==> src/sv/rtt_pkg.sv <==
package rtt_pkg;

  typedef enum logic [2:0] {
    REQ_INSERT    = 3'd0,
    REQ_FIND_SEQ  = 3'd1,
    REQ_FIND_TIME = 3'd2,
    REQ_DEL_SLOT  = 3'd3,
    REQ_DEL_ALL   = 3'd4,
    REQ_DECREMENT = 3'd5,
    REQ_COUNT     = 3'd6
  } req_e;

  typedef enum logic [1:0] {
    ST_OK        = 2'd0,
    ST_NOT_FOUND = 2'd1,
    ST_FULL      = 2'd2,
    ST_EMPTY     = 2'd3
  } status_e;

  typedef enum logic [3:0] {
    FSM_IDLE  = 4'b0001,
    FSM_SCAN  = 4'b0010,
    FSM_APPLY = 4'b0100,
    FSM_RESP  = 4'b1000
  } fsm_e;

  localparam int unsigned CountOutW = 5;

  typedef struct packed {
    logic [15:0] seq;
    logic [15:0] orig_time;
    logic [15:0] rem_time;
    logic [7:0]  retry;
    logic [15:0] seg_len;
    logic [15:0] dest;
    logic [7:0]  handle;
  } entry_t;

  typedef struct packed {
    logic [2:0]  req_type;
    logic [15:0] seq_num;
    logic [15:0] time_value;
    logic [7:0]  retry_count;
    logic [15:0] segment_len;
    logic [15:0] dest_addr;
    logic [7:0]  buffer_handle;
    logic [3:0]  slot_index;
  } req_t;

  typedef struct packed {
    logic scan;
    logic apply;
  } ctl_t;

endpackage

==> src/sv/rtt_intf.sv <==
interface rtt_req_if;
  logic        valid;
  logic        ready;
  logic [2:0]  req_type;
  logic [15:0] seq_num;
  logic [15:0] time_value;
  logic [7:0]  retry_count;
  logic [15:0] segment_len;
  logic [15:0] dest_addr;
  logic [7:0]  buffer_handle;
  logic [3:0]  slot_index;

  modport source (output valid, req_type, seq_num, time_value, retry_count,
                  segment_len, dest_addr, buffer_handle, slot_index,
                  input ready);
  modport sink (input valid, req_type, seq_num, time_value, retry_count,
                segment_len, dest_addr, buffer_handle, slot_index,
                output ready);
endinterface

interface rtt_rsp_if;
  logic        valid;
  logic        ready;
  logic [1:0]  status;
  logic        found;
  logic [3:0]  hit_slot;
  logic [15:0] hit_seq;
  logic [15:0] hit_original_time;
  logic [15:0] hit_remaining_time;
  logic [7:0]  hit_retry;
  logic [15:0] hit_segment_len;
  logic [15:0] hit_dest_addr;
  logic [7:0]  hit_buffer_handle;
  logic [4:0]  entry_count;

  modport source (output valid, status, found, hit_slot, hit_seq, hit_original_time,
                  hit_remaining_time, hit_retry, hit_segment_len, hit_dest_addr,
                  hit_buffer_handle, entry_count, input ready);
  modport sink (input valid, status, found, hit_slot, hit_seq, hit_original_time,
                hit_remaining_time, hit_retry, hit_segment_len, hit_dest_addr,
                hit_buffer_handle, entry_count, output ready);
endinterface

==> src/sv/rtt_cell.sv <==
module rtt_cell #(
  parameter int unsigned IdxW = 4,
  parameter int unsigned Idx  = 0
) (
  input  logic                clk_i,
  input  logic                rst_ni,
  input  rtt_pkg::ctl_t       ctl_i,
  input  rtt_pkg::req_t       req_i,
  input  logic                hit_i,
  input  logic [IdxW-1:0]     hit_slot_i,
  input  logic [IdxW-1:0]     hit_rank_i,
  input  logic                cin_vld_i,
  input  logic [IdxW-1:0]     cin_slot_i,
  input  logic [IdxW-1:0]     cin_rank_i,
  input  rtt_pkg::entry_t     cin_entry_i,
  output logic                cout_vld_o,
  output logic [IdxW-1:0]     cout_slot_o,
  output logic [IdxW-1:0]     cout_rank_o,
  output rtt_pkg::entry_t     cout_entry_o
);

  localparam logic [IdxW-1:0] MyIdx = IdxW'(Idx);

  logic            valid_q;
  rtt_pkg::entry_t entry_q;
  logic [IdxW-1:0] rank_q;

  logic            take;
  logic            older_ok;
  logic            cand_vld_q;
  logic [IdxW-1:0] cand_slot_q, cand_rank_q;
  rtt_pkg::entry_t cand_entry_q;
  logic            me;

  assign older_ok = !cin_vld_i || (rank_q < cin_rank_i);
  assign me       = (hit_slot_i == MyIdx);

  always_comb begin
    case (rtt_pkg::req_e'(req_i.req_type))
      rtt_pkg::REQ_INSERT:    take = !valid_q && !cin_vld_i;
      rtt_pkg::REQ_FIND_SEQ:  take = valid_q && (entry_q.seq == req_i.seq_num) && older_ok;
      rtt_pkg::REQ_FIND_TIME: take = valid_q && (entry_q.rem_time == req_i.time_value) &&
                                     older_ok;
      rtt_pkg::REQ_DEL_SLOT:  take = valid_q && (32'(req_i.slot_index) == Idx);
      default:                take = 1'b0;
    endcase
  end

  always_ff @(posedge clk_i) begin
    if (ctl_i.scan) begin
      if (take) begin
        cand_vld_q   <= 1'b1;
        cand_slot_q  <= MyIdx;
        cand_rank_q  <= rank_q;
        cand_entry_q <= entry_q;
      end else begin
        cand_vld_q   <= cin_vld_i;
        cand_slot_q  <= cin_slot_i;
        cand_rank_q  <= cin_rank_i;
        cand_entry_q <= cin_entry_i;
      end
    end
  end

  always_ff @(posedge clk_i or negedge rst_ni) begin
    if (!rst_ni) begin
      valid_q <= 1'b0;
    end else if (ctl_i.apply) begin
      case (rtt_pkg::req_e'(req_i.req_type))
        rtt_pkg::REQ_INSERT:   if (hit_i && me) valid_q <= 1'b1;
        rtt_pkg::REQ_DEL_SLOT: if (hit_i && me) valid_q <= 1'b0;
        rtt_pkg::REQ_DEL_ALL:  valid_q <= 1'b0;
        default:               valid_q <= valid_q;
      endcase
    end
  end

  always_ff @(posedge clk_i) begin
    if (ctl_i.apply) begin
      case (rtt_pkg::req_e'(req_i.req_type))
        rtt_pkg::REQ_INSERT: begin
          if (hit_i && me) begin
            entry_q.seq       <= req_i.seq_num;
            entry_q.orig_time <= req_i.time_value;
            entry_q.rem_time  <= req_i.time_value;
            entry_q.retry     <= req_i.retry_count;
            entry_q.seg_len   <= req_i.segment_len;
            entry_q.dest      <= req_i.dest_addr;
            entry_q.handle    <= req_i.buffer_handle;
            rank_q            <= '0;
          end else if (hit_i && valid_q) begin
            rank_q <= rank_q + 1'b1;
          end
        end
        rtt_pkg::REQ_DEL_SLOT: begin
          if (hit_i && !me && valid_q && (rank_q > hit_rank_i)) rank_q <= rank_q - 1'b1;
        end
        rtt_pkg::REQ_DECREMENT: begin
          if (valid_q) begin
            entry_q.rem_time <= (entry_q.rem_time > req_i.time_value) ?
                                entry_q.rem_time - req_i.time_value : 16'd0;
          end
        end
        default: begin
          rank_q <= rank_q;
        end
      endcase
    end
  end

  assign cout_vld_o   = cand_vld_q;
  assign cout_slot_o  = cand_slot_q;
  assign cout_rank_o  = cand_rank_q;
  assign cout_entry_o = cand_entry_q;

endmodule

==> src/sv/retransmit_timer_table.sv <==
// Retransmission timer table.
// Requests arrive on req (valid/ready); each one yields exactly one
// response on rsp (valid/ready). One request is in flight at a time:
// req.ready is high only while the block is idle.
// Each slot is a cell of a chain. A request is first swept down the
// chain, one cell per cycle, to pick the lowest free slot, the newest
// matching entry or the slot to delete; then all cells update at once.
// The accepted request passes through the scan, apply and response
// states in order; the response is valid in the response state, and
// the next request is taken only after that response transfers.
// Reset clears all slot valid bits and the entry count; slot contents
// are not cleared. When the receiver stalls, the response is held in
// the output register and no new request is taken until it transfers.
module retransmit_timer_table #(
  parameter int unsigned TABLE_DEPTH = 16
) (
  input logic      clk_i,
  input logic      rst_ni,
  rtt_req_if.sink   req,
  rtt_rsp_if.source rsp
);

  localparam int unsigned IdxW = $clog2(TABLE_DEPTH);
  localparam int unsigned CntW = $clog2(TABLE_DEPTH + 1);
  localparam logic [IdxW-1:0] LastIdx = IdxW'(TABLE_DEPTH - 1);

  rtt_pkg::fsm_e   state_q, state_d;
  rtt_pkg::req_t   req_q;
  rtt_pkg::ctl_t   ctl;
  logic [IdxW-1:0] cnt_q;
  logic [CntW-1:0] count_q, count_d;

  logic            cv   [TABLE_DEPTH+1];
  logic [IdxW-1:0] cs   [TABLE_DEPTH+1];
  logic [IdxW-1:0] cr   [TABLE_DEPTH+1];
  rtt_pkg::entry_t ce   [TABLE_DEPTH+1];

  logic            hit;
  logic [1:0]      status_d;
  logic            found_d, rep_d;
  rtt_pkg::entry_t rep_entry;

  logic [1:0]      status_q;
  logic            found_q;
  logic [3:0]      slot_q;
  rtt_pkg::entry_t entry_out_q;

  assign cv[0] = 1'b0;
  assign cs[0] = '0;
  assign cr[0] = '0;
  assign ce[0] = '0;

  assign hit = cv[TABLE_DEPTH];

  assign ctl.scan  = (state_q == rtt_pkg::FSM_SCAN);
  assign ctl.apply = (state_q == rtt_pkg::FSM_APPLY);

  for (genvar i = 0; i < TABLE_DEPTH; i++) begin : g_cell
    rtt_cell #(.IdxW(IdxW), .Idx(i)) u_cell (
      .clk_i        (clk_i),
      .rst_ni       (rst_ni),
      .ctl_i        (ctl),
      .req_i        (req_q),
      .hit_i        (hit),
      .hit_slot_i   (cs[TABLE_DEPTH]),
      .hit_rank_i   (cr[TABLE_DEPTH]),
      .cin_vld_i    (cv[i]),
      .cin_slot_i   (cs[i]),
      .cin_rank_i   (cr[i]),
      .cin_entry_i  (ce[i]),
      .cout_vld_o   (cv[i+1]),
      .cout_slot_o  (cs[i+1]),
      .cout_rank_o  (cr[i+1]),
      .cout_entry_o (ce[i+1])
    );
  end

  always_comb begin
    state_d = state_q;
    case (state_q)
      rtt_pkg::FSM_IDLE:  if (req.valid) state_d = rtt_pkg::FSM_SCAN;
      rtt_pkg::FSM_SCAN:  if (cnt_q == LastIdx) state_d = rtt_pkg::FSM_APPLY;
      rtt_pkg::FSM_APPLY: state_d = rtt_pkg::FSM_RESP;
      rtt_pkg::FSM_RESP:  if (rsp.ready) state_d = rtt_pkg::FSM_IDLE;
      default:            state_d = rtt_pkg::FSM_IDLE;
    endcase
  end

  always_comb begin
    status_d  = rtt_pkg::ST_OK;
    found_d   = 1'b0;
    rep_d     = 1'b0;
    rep_entry = ce[TABLE_DEPTH];
    count_d   = count_q;
    case (rtt_pkg::req_e'(req_q.req_type))
      rtt_pkg::REQ_INSERT: begin
        if (hit) begin
          rep_d     = 1'b1;
          rep_entry = '{seq: req_q.seq_num, orig_time: req_q.time_value,
                        rem_time: req_q.time_value, retry: req_q.retry_count,
                        seg_len: req_q.segment_len, dest: req_q.dest_addr,
                        handle: req_q.buffer_handle};
          count_d   = count_q + 1'b1;
        end else begin
          status_d = rtt_pkg::ST_FULL;
        end
      end
      rtt_pkg::REQ_FIND_SEQ, rtt_pkg::REQ_FIND_TIME: begin
        if (hit) begin
          rep_d   = 1'b1;
          found_d = 1'b1;
        end else begin
          status_d = rtt_pkg::ST_NOT_FOUND;
        end
      end
      rtt_pkg::REQ_DEL_SLOT: begin
        if (hit) begin
          rep_d   = 1'b1;
          count_d = count_q - 1'b1;
        end else begin
          status_d = rtt_pkg::ST_EMPTY;
        end
      end
      rtt_pkg::REQ_DEL_ALL: count_d = '0;
      default:              count_d = count_q;
    endcase
  end

  always_ff @(posedge clk_i or negedge rst_ni) begin
    if (!rst_ni) begin
      state_q <= rtt_pkg::FSM_IDLE;
      cnt_q   <= '0;
      count_q <= '0;
    end else begin
      state_q <= state_d;
      if (ctl.scan) cnt_q <= cnt_q + 1'b1;
      else          cnt_q <= '0;
      if (ctl.apply) count_q <= count_d;
    end
  end

  always_ff @(posedge clk_i) begin
    if (req.valid && req.ready) begin
      req_q <= '{req_type: req.req_type, seq_num: req.seq_num,
                 time_value: req.time_value, retry_count: req.retry_count,
                 segment_len: req.segment_len, dest_addr: req.dest_addr,
                 buffer_handle: req.buffer_handle, slot_index: req.slot_index};
    end
    if (ctl.apply) begin
      status_q    <= status_d;
      found_q     <= found_d;
      slot_q      <= rep_d ? 4'(cs[TABLE_DEPTH]) : 4'd0;
      entry_out_q <= rep_d ? rep_entry : '0;
    end
  end

  assign req.ready              = (state_q == rtt_pkg::FSM_IDLE);
  assign rsp.valid              = (state_q == rtt_pkg::FSM_RESP);
  assign rsp.status             = status_q;
  assign rsp.found              = found_q;
  assign rsp.hit_slot           = slot_q;
  assign rsp.hit_seq            = entry_out_q.seq;
  assign rsp.hit_original_time  = entry_out_q.orig_time;
  assign rsp.hit_remaining_time = entry_out_q.rem_time;
  assign rsp.hit_retry          = entry_out_q.retry;
  assign rsp.hit_segment_len    = entry_out_q.seg_len;
  assign rsp.hit_dest_addr      = entry_out_q.dest;
  assign rsp.hit_buffer_handle  = entry_out_q.handle;
  assign rsp.entry_count        = rtt_pkg::CountOutW'(count_q);

  a_count_range: assert property (@(posedge clk_i) disable iff (!rst_ni)
    32'(count_q) <= TABLE_DEPTH)
    else $error("entry count exceeds table depth");

  a_accept_scan: assert property (@(posedge clk_i) disable iff (!rst_ni)
    (req.valid && req.ready) |=> (state_q == rtt_pkg::FSM_SCAN))
    else $error("accepted request did not start a sweep");

  a_resp_blocks: assert property (@(posedge clk_i) disable iff (!rst_ni)
    rsp.valid |-> !req.ready)
    else $error("request taken while a response is pending");

endmodule
==> src/flat_wrapper.sv <==
// flat-port wrapper written by rule: the top's interface ports become plain ports
module retransmit_timer_table_flat 
#(
  parameter int unsigned TABLE_DEPTH = 16
)
  (clk_i, rst_ni, req_valid, req_req_type, req_seq_num, req_time_value, req_retry_count, req_segment_len, req_dest_addr, req_buffer_handle, req_slot_index, req_ready, rsp_valid, rsp_status, rsp_found, rsp_hit_slot, rsp_hit_seq, rsp_hit_original_time, rsp_hit_remaining_time, rsp_hit_retry, rsp_hit_segment_len, rsp_hit_dest_addr, rsp_hit_buffer_handle, rsp_entry_count, rsp_ready);
  rtt_req_if req_i ();
  rtt_rsp_if rsp_i ();
  input logic clk_i;
  input logic rst_ni;
  input wire logic [$bits(req_i.valid)-1:0] req_valid;
  input wire logic [$bits(req_i.req_type)-1:0] req_req_type;
  input wire logic [$bits(req_i.seq_num)-1:0] req_seq_num;
  input wire logic [$bits(req_i.time_value)-1:0] req_time_value;
  input wire logic [$bits(req_i.retry_count)-1:0] req_retry_count;
  input wire logic [$bits(req_i.segment_len)-1:0] req_segment_len;
  input wire logic [$bits(req_i.dest_addr)-1:0] req_dest_addr;
  input wire logic [$bits(req_i.buffer_handle)-1:0] req_buffer_handle;
  input wire logic [$bits(req_i.slot_index)-1:0] req_slot_index;
  output wire logic [$bits(req_i.ready)-1:0] req_ready;
  output wire logic [$bits(rsp_i.valid)-1:0] rsp_valid;
  output wire logic [$bits(rsp_i.status)-1:0] rsp_status;
  output wire logic [$bits(rsp_i.found)-1:0] rsp_found;
  output wire logic [$bits(rsp_i.hit_slot)-1:0] rsp_hit_slot;
  output wire logic [$bits(rsp_i.hit_seq)-1:0] rsp_hit_seq;
  output wire logic [$bits(rsp_i.hit_original_time)-1:0] rsp_hit_original_time;
  output wire logic [$bits(rsp_i.hit_remaining_time)-1:0] rsp_hit_remaining_time;
  output wire logic [$bits(rsp_i.hit_retry)-1:0] rsp_hit_retry;
  output wire logic [$bits(rsp_i.hit_segment_len)-1:0] rsp_hit_segment_len;
  output wire logic [$bits(rsp_i.hit_dest_addr)-1:0] rsp_hit_dest_addr;
  output wire logic [$bits(rsp_i.hit_buffer_handle)-1:0] rsp_hit_buffer_handle;
  output wire logic [$bits(rsp_i.entry_count)-1:0] rsp_entry_count;
  input wire logic [$bits(rsp_i.ready)-1:0] rsp_ready;
  assign req_i.valid = req_valid;
  assign req_i.req_type = req_req_type;
  assign req_i.seq_num = req_seq_num;
  assign req_i.time_value = req_time_value;
  assign req_i.retry_count = req_retry_count;
  assign req_i.segment_len = req_segment_len;
  assign req_i.dest_addr = req_dest_addr;
  assign req_i.buffer_handle = req_buffer_handle;
  assign req_i.slot_index = req_slot_index;
  assign req_ready = req_i.ready;
  assign rsp_valid = rsp_i.valid;
  assign rsp_status = rsp_i.status;
  assign rsp_found = rsp_i.found;
  assign rsp_hit_slot = rsp_i.hit_slot;
  assign rsp_hit_seq = rsp_i.hit_seq;
  assign rsp_hit_original_time = rsp_i.hit_original_time;
  assign rsp_hit_remaining_time = rsp_i.hit_remaining_time;
  assign rsp_hit_retry = rsp_i.hit_retry;
  assign rsp_hit_segment_len = rsp_i.hit_segment_len;
  assign rsp_hit_dest_addr = rsp_i.hit_dest_addr;
  assign rsp_hit_buffer_handle = rsp_i.hit_buffer_handle;
  assign rsp_entry_count = rsp_i.entry_count;
  assign rsp_i.ready = rsp_ready;
  retransmit_timer_table #(.TABLE_DEPTH(TABLE_DEPTH)) u_core (.clk_i(clk_i), .rst_ni(rst_ni), .req(req_i), .rsp(rsp_i));
endmodule
==> config.mk <==
export PLATFORM = sky130hd
export DESIGN_NAME = retransmit_timer_table_flat
export DESIGN_NICKNAME = d
export VERILOG_FILES = /design/src/sv/rtt_pkg.sv /design/src/sv/rtt_intf.sv /design/src/sv/rtt_cell.sv /design/src/sv/retransmit_timer_table.sv /design/src/flat_wrapper.sv
export SDC_FILE = /design/constraint.sdc
export NUM_CORES = 2
export LEC_CHECK = 0
export BUFFER_PORTS_ARGS = -buffer_cell sky130_fd_sc_hd__buf_4
export CAP_MARGIN = 20
export CORE_MARGIN = 5
export CORE_UTILIZATION = 42
export CTS_BUF_LIST = sky130_fd_sc_hd__clkbuf_16
export CTS_CLUSTER_SIZE = 28
export DETAILED_ROUTE_END_ITERATION = 8
export HOLD_SLACK_MARGIN = 0.1
export SLEW_MARGIN = 20
export SYNTH_ARGS = -nofsm -noshare
export SYNTH_HDL_FRONTEND = slang
export SYNTH_HIERARCHICAL = 1
export SYNTH_SLANG_ARGS = --single-unit
==> constraint.sdc <==
create_clock -name clk_i -period 63 [get_ports clk_i]
set_input_delay 6.3 -clock clk_i [delete_from_list [all_inputs] [get_ports clk_i]]
set_output_delay 6.3 -clock clk_i [all_outputs]
set_load 0.1 [all_outputs]
==> metrics.cfg <==
[synthesis]
syn_area_per_cell_um2 = 16.1
yosys.area.top_type = edfxtp_1
yosys_warnings = 6
netlist.area_leader.share_pct = 67.1
syn-instance-count = 9655
async_flop_share_pct = 0.829
yosys_register_bits = 3499
synth_flop_cell = edfxtp_1
synthTopCellsByArea = edfxtp_1 (67%), mux2_2 (6.1%), mux2_4 (4.6%)
netlist-cell-type-count = 103
synthTopCellsByCount = edfxtp_1 (3470), mux2_2 (845), nand2_1 (506)
synth-seq-area-share_pct = 67.6
syn_area_um2 = 155000
synth_edf_count = 3470
post-synth-top-count-cell = edfxtp_1

[critical_path]
crit_chain = nor4b_1 > buf_4
r2r-end = u_core/g_cell[12].u_cell/cout_entry_o[19]
slowest_delay_ps = 550
crit_slowest_cell = dfstp_2
critPathLaunchType = register
ff2ff_setup_slack_ps = 57160
r2r_cells = 12
worstPathArrival_ps = 2410
worstReg2RegStart = u_core/req_q[60]
crit_path_max_fanout = 4
critPathCaptureType = output pin
critPathKind = register to output pin
cp.required_ps = 56700

[grt]
grt_overflow = 0
grt_pass1_vias = 85863
grt_max_degree = 162
antenna_found_initial = 8
grt_pass1_wl_mm = 533
track_usage_pct = 17.9

[route]
met1_length_mm = 159
dr.pass1.iters = 6
met3_length_mm = 17.2
drc = 0
maxUsedRoutingLayer = met4
drtAntennaViolNets = 0
viasPerCell = 5.38
routedWlPerCell_um = 22.7
wl_met2_mm = 163
routed_wl_mm = 350
drtIter0Drc = 6725
num_vias = 83278

[sta]
worst_pin_slew_ps = 1170
fin_hold_ws_ps = 431
slew_violations = 0
tns_ps = 0
rsz0062_at_grt = false
final_hold_viol_count = 0
max_freq_mhz = 115
period_share_pct = 13.8
slew_headroom_pct = 21.7
skew_ps = 104
min_period_ps = 8710
setup_viol = 0

[placement]
portBuffers = 200
gp_congestion = 0.841
place_inst = 14775
hpwl_mm = 218

[floorplanning]
dieArea_um2 = 382000
rows = 223
die_x_um = 618
start_util_pct = 42.1
pin_count = 201
core-area_um2 = 369000
chipHeight_um = 618

[finish]
fill_cells = 31274
finalNonFillerCells = 15465
fin_nets = 10709
utilization_pct = 47.4
drive_gt1_share_pct = 22.5
area_growth_syn_to_layout_pct = 12.6

[clock_network]
cts_hold_buf = 0
clk_pin_slew_ps = 60
h-tree-depth = 5
cts_tree = built
clock-sinks = 3499
post_cts_buffers = 0
post_cts_resized = 0
clock_path_buffers = 4
clk_latency_ps = 950
cts_root_buf = clkbuf_16
cts_inserted_buffers = 372

[pwr]
power.density_nw_per_um2 = 35.3
p_total_mw = 6.17
p_leak_nw = 63.0
peakVddDrop_mv = 0.0238

[hold_path]
min_from = u_core/g_cell[5].u_cell/cout_slot_o[1]
hold_end = u_core/g_cell[6].u_cell/cout_slot_o[1]
hold_class = register to register
hold_depth = 1

[status]
status = completed

[run]
cap_violations = 0

[metal layers]
metal  vias to the layer above  global-route usage, %
met5                         -                      0
met4                         0                   5.81
met3                       647                   2.15
met2                      2330                   29.0
met1                     42101                   25.2
li1                      38200                      -
[per-stage QoR]
stage	worst slack, ps	cell area (um^2)
after floorplan	26810	156000
after global placement	54570	163000
after detailed placement	54490	163000
after CTS	54190	175000
after global routing	54130	175000
final	54290	175000
[cell families after synthesis]
family          count (synthesis)  share of synthesized area (%)
fa+ha+maj                     418                           3.44
flops                        3499                           67.6
buf+inv                       758                           2.45
mux                          1608                           12.8
compound gates               1401                           6.30
simple gates                 1552                           5.10
other cells                     1                        0.00241
xor+xnor                      418                           2.36
[area by class of cell]
| class | count | area, um^2 | area share [%] |
|---|---|---|---|
| Multi-Input combinational cell | 5508 | 47400 | 27.1 |
| Clock inverter | 309 | 2300 | 1.32 |
| Antenna cell | 7 | 17.5 | 0.0100 |
| Clock buffer | 373 | 9330 | 5.34 |
| Tap cell | 4950 | 6190 | 3.54 |
| Timing Repair Buffer | 379 | 3030 | 1.73 |
| Inverter | 440 | 1670 | 0.953 |
| Sequential cell | 3499 | 105000 | 60.0 |
[layout by cell type, fill, tap and decap left out, types with 52 or more instances in the layout]
cell type / count
xnor2_1: 135
nor4_1: 84
nor3_1: 62
a21oi_1: 405
mux2_1: 260
mux2_4: 480
nand4_1: 66
nor2b_1: 83
nand2b_1: 58
mux2_2: 845
o21ai_0: 189
xor2_1: 283
clkinv_1: 99
and2_1: 80
edfxtp_1: 3470
nand3_1: 82
a21o_1: 122
buf_4: 364
and3_1: 52
nor2_1: 236
nand2_1: 506
clkbuf_16: 373
a22o_1: 210
conb_1: 111
ha_1: 402
inv_1: 531
[state kept, by name, summed over array words and instances (netlist names), 64 cells and up]
signal                             cells
u_core/g_cell.u_cell/cout_rank_o      64
u_core/g_cell.u_cell/entry_q        1536
u_core/g_cell.u_cell/rank_q           64
u_core/g_cell.u_cell/cout_entry_o   1536
u_core/req_q                          87
u_core/g_cell.u_cell/cout_slot_o      64
[worst max-delay path, delay by kind of cell (launching register included)]
| kind | cells | cell delay, ps |
|---|---|---|
| AND/OR/NAND/NOR | 1 | 550 |
| flip-flops | 1 | 550 |
| buffers and inverters | 1 | 410 |
[power breakdown]
group | internal, mW | leakage [nW] | switching (mW) | total (mW)
sequential | 2.97 | 32.0 | 0.103 | 3.07
combinational | 0.401 | 25.0 | 0.617 | 1.02
clock | 1.17 | 5.99 | 0.906 | 2.08
[how the worst max path moves through the flow]
stage	startpoint	end	cells past startpoint
after floorplan	u_core/state_q[3]	u_core/state_q[0]	3
after global placement	req_valid	u_core/req_q[28]	3
after detailed placement	req_valid	u_core/req_q[28]	3
after CTS	u_core/state_q[0]	req_ready	2
after global routing	u_core/state_q[0]	req_ready	2
final	u_core/state_q[0]	req_ready	2
No activity file was read; power rests on OpenSTA's default activity.
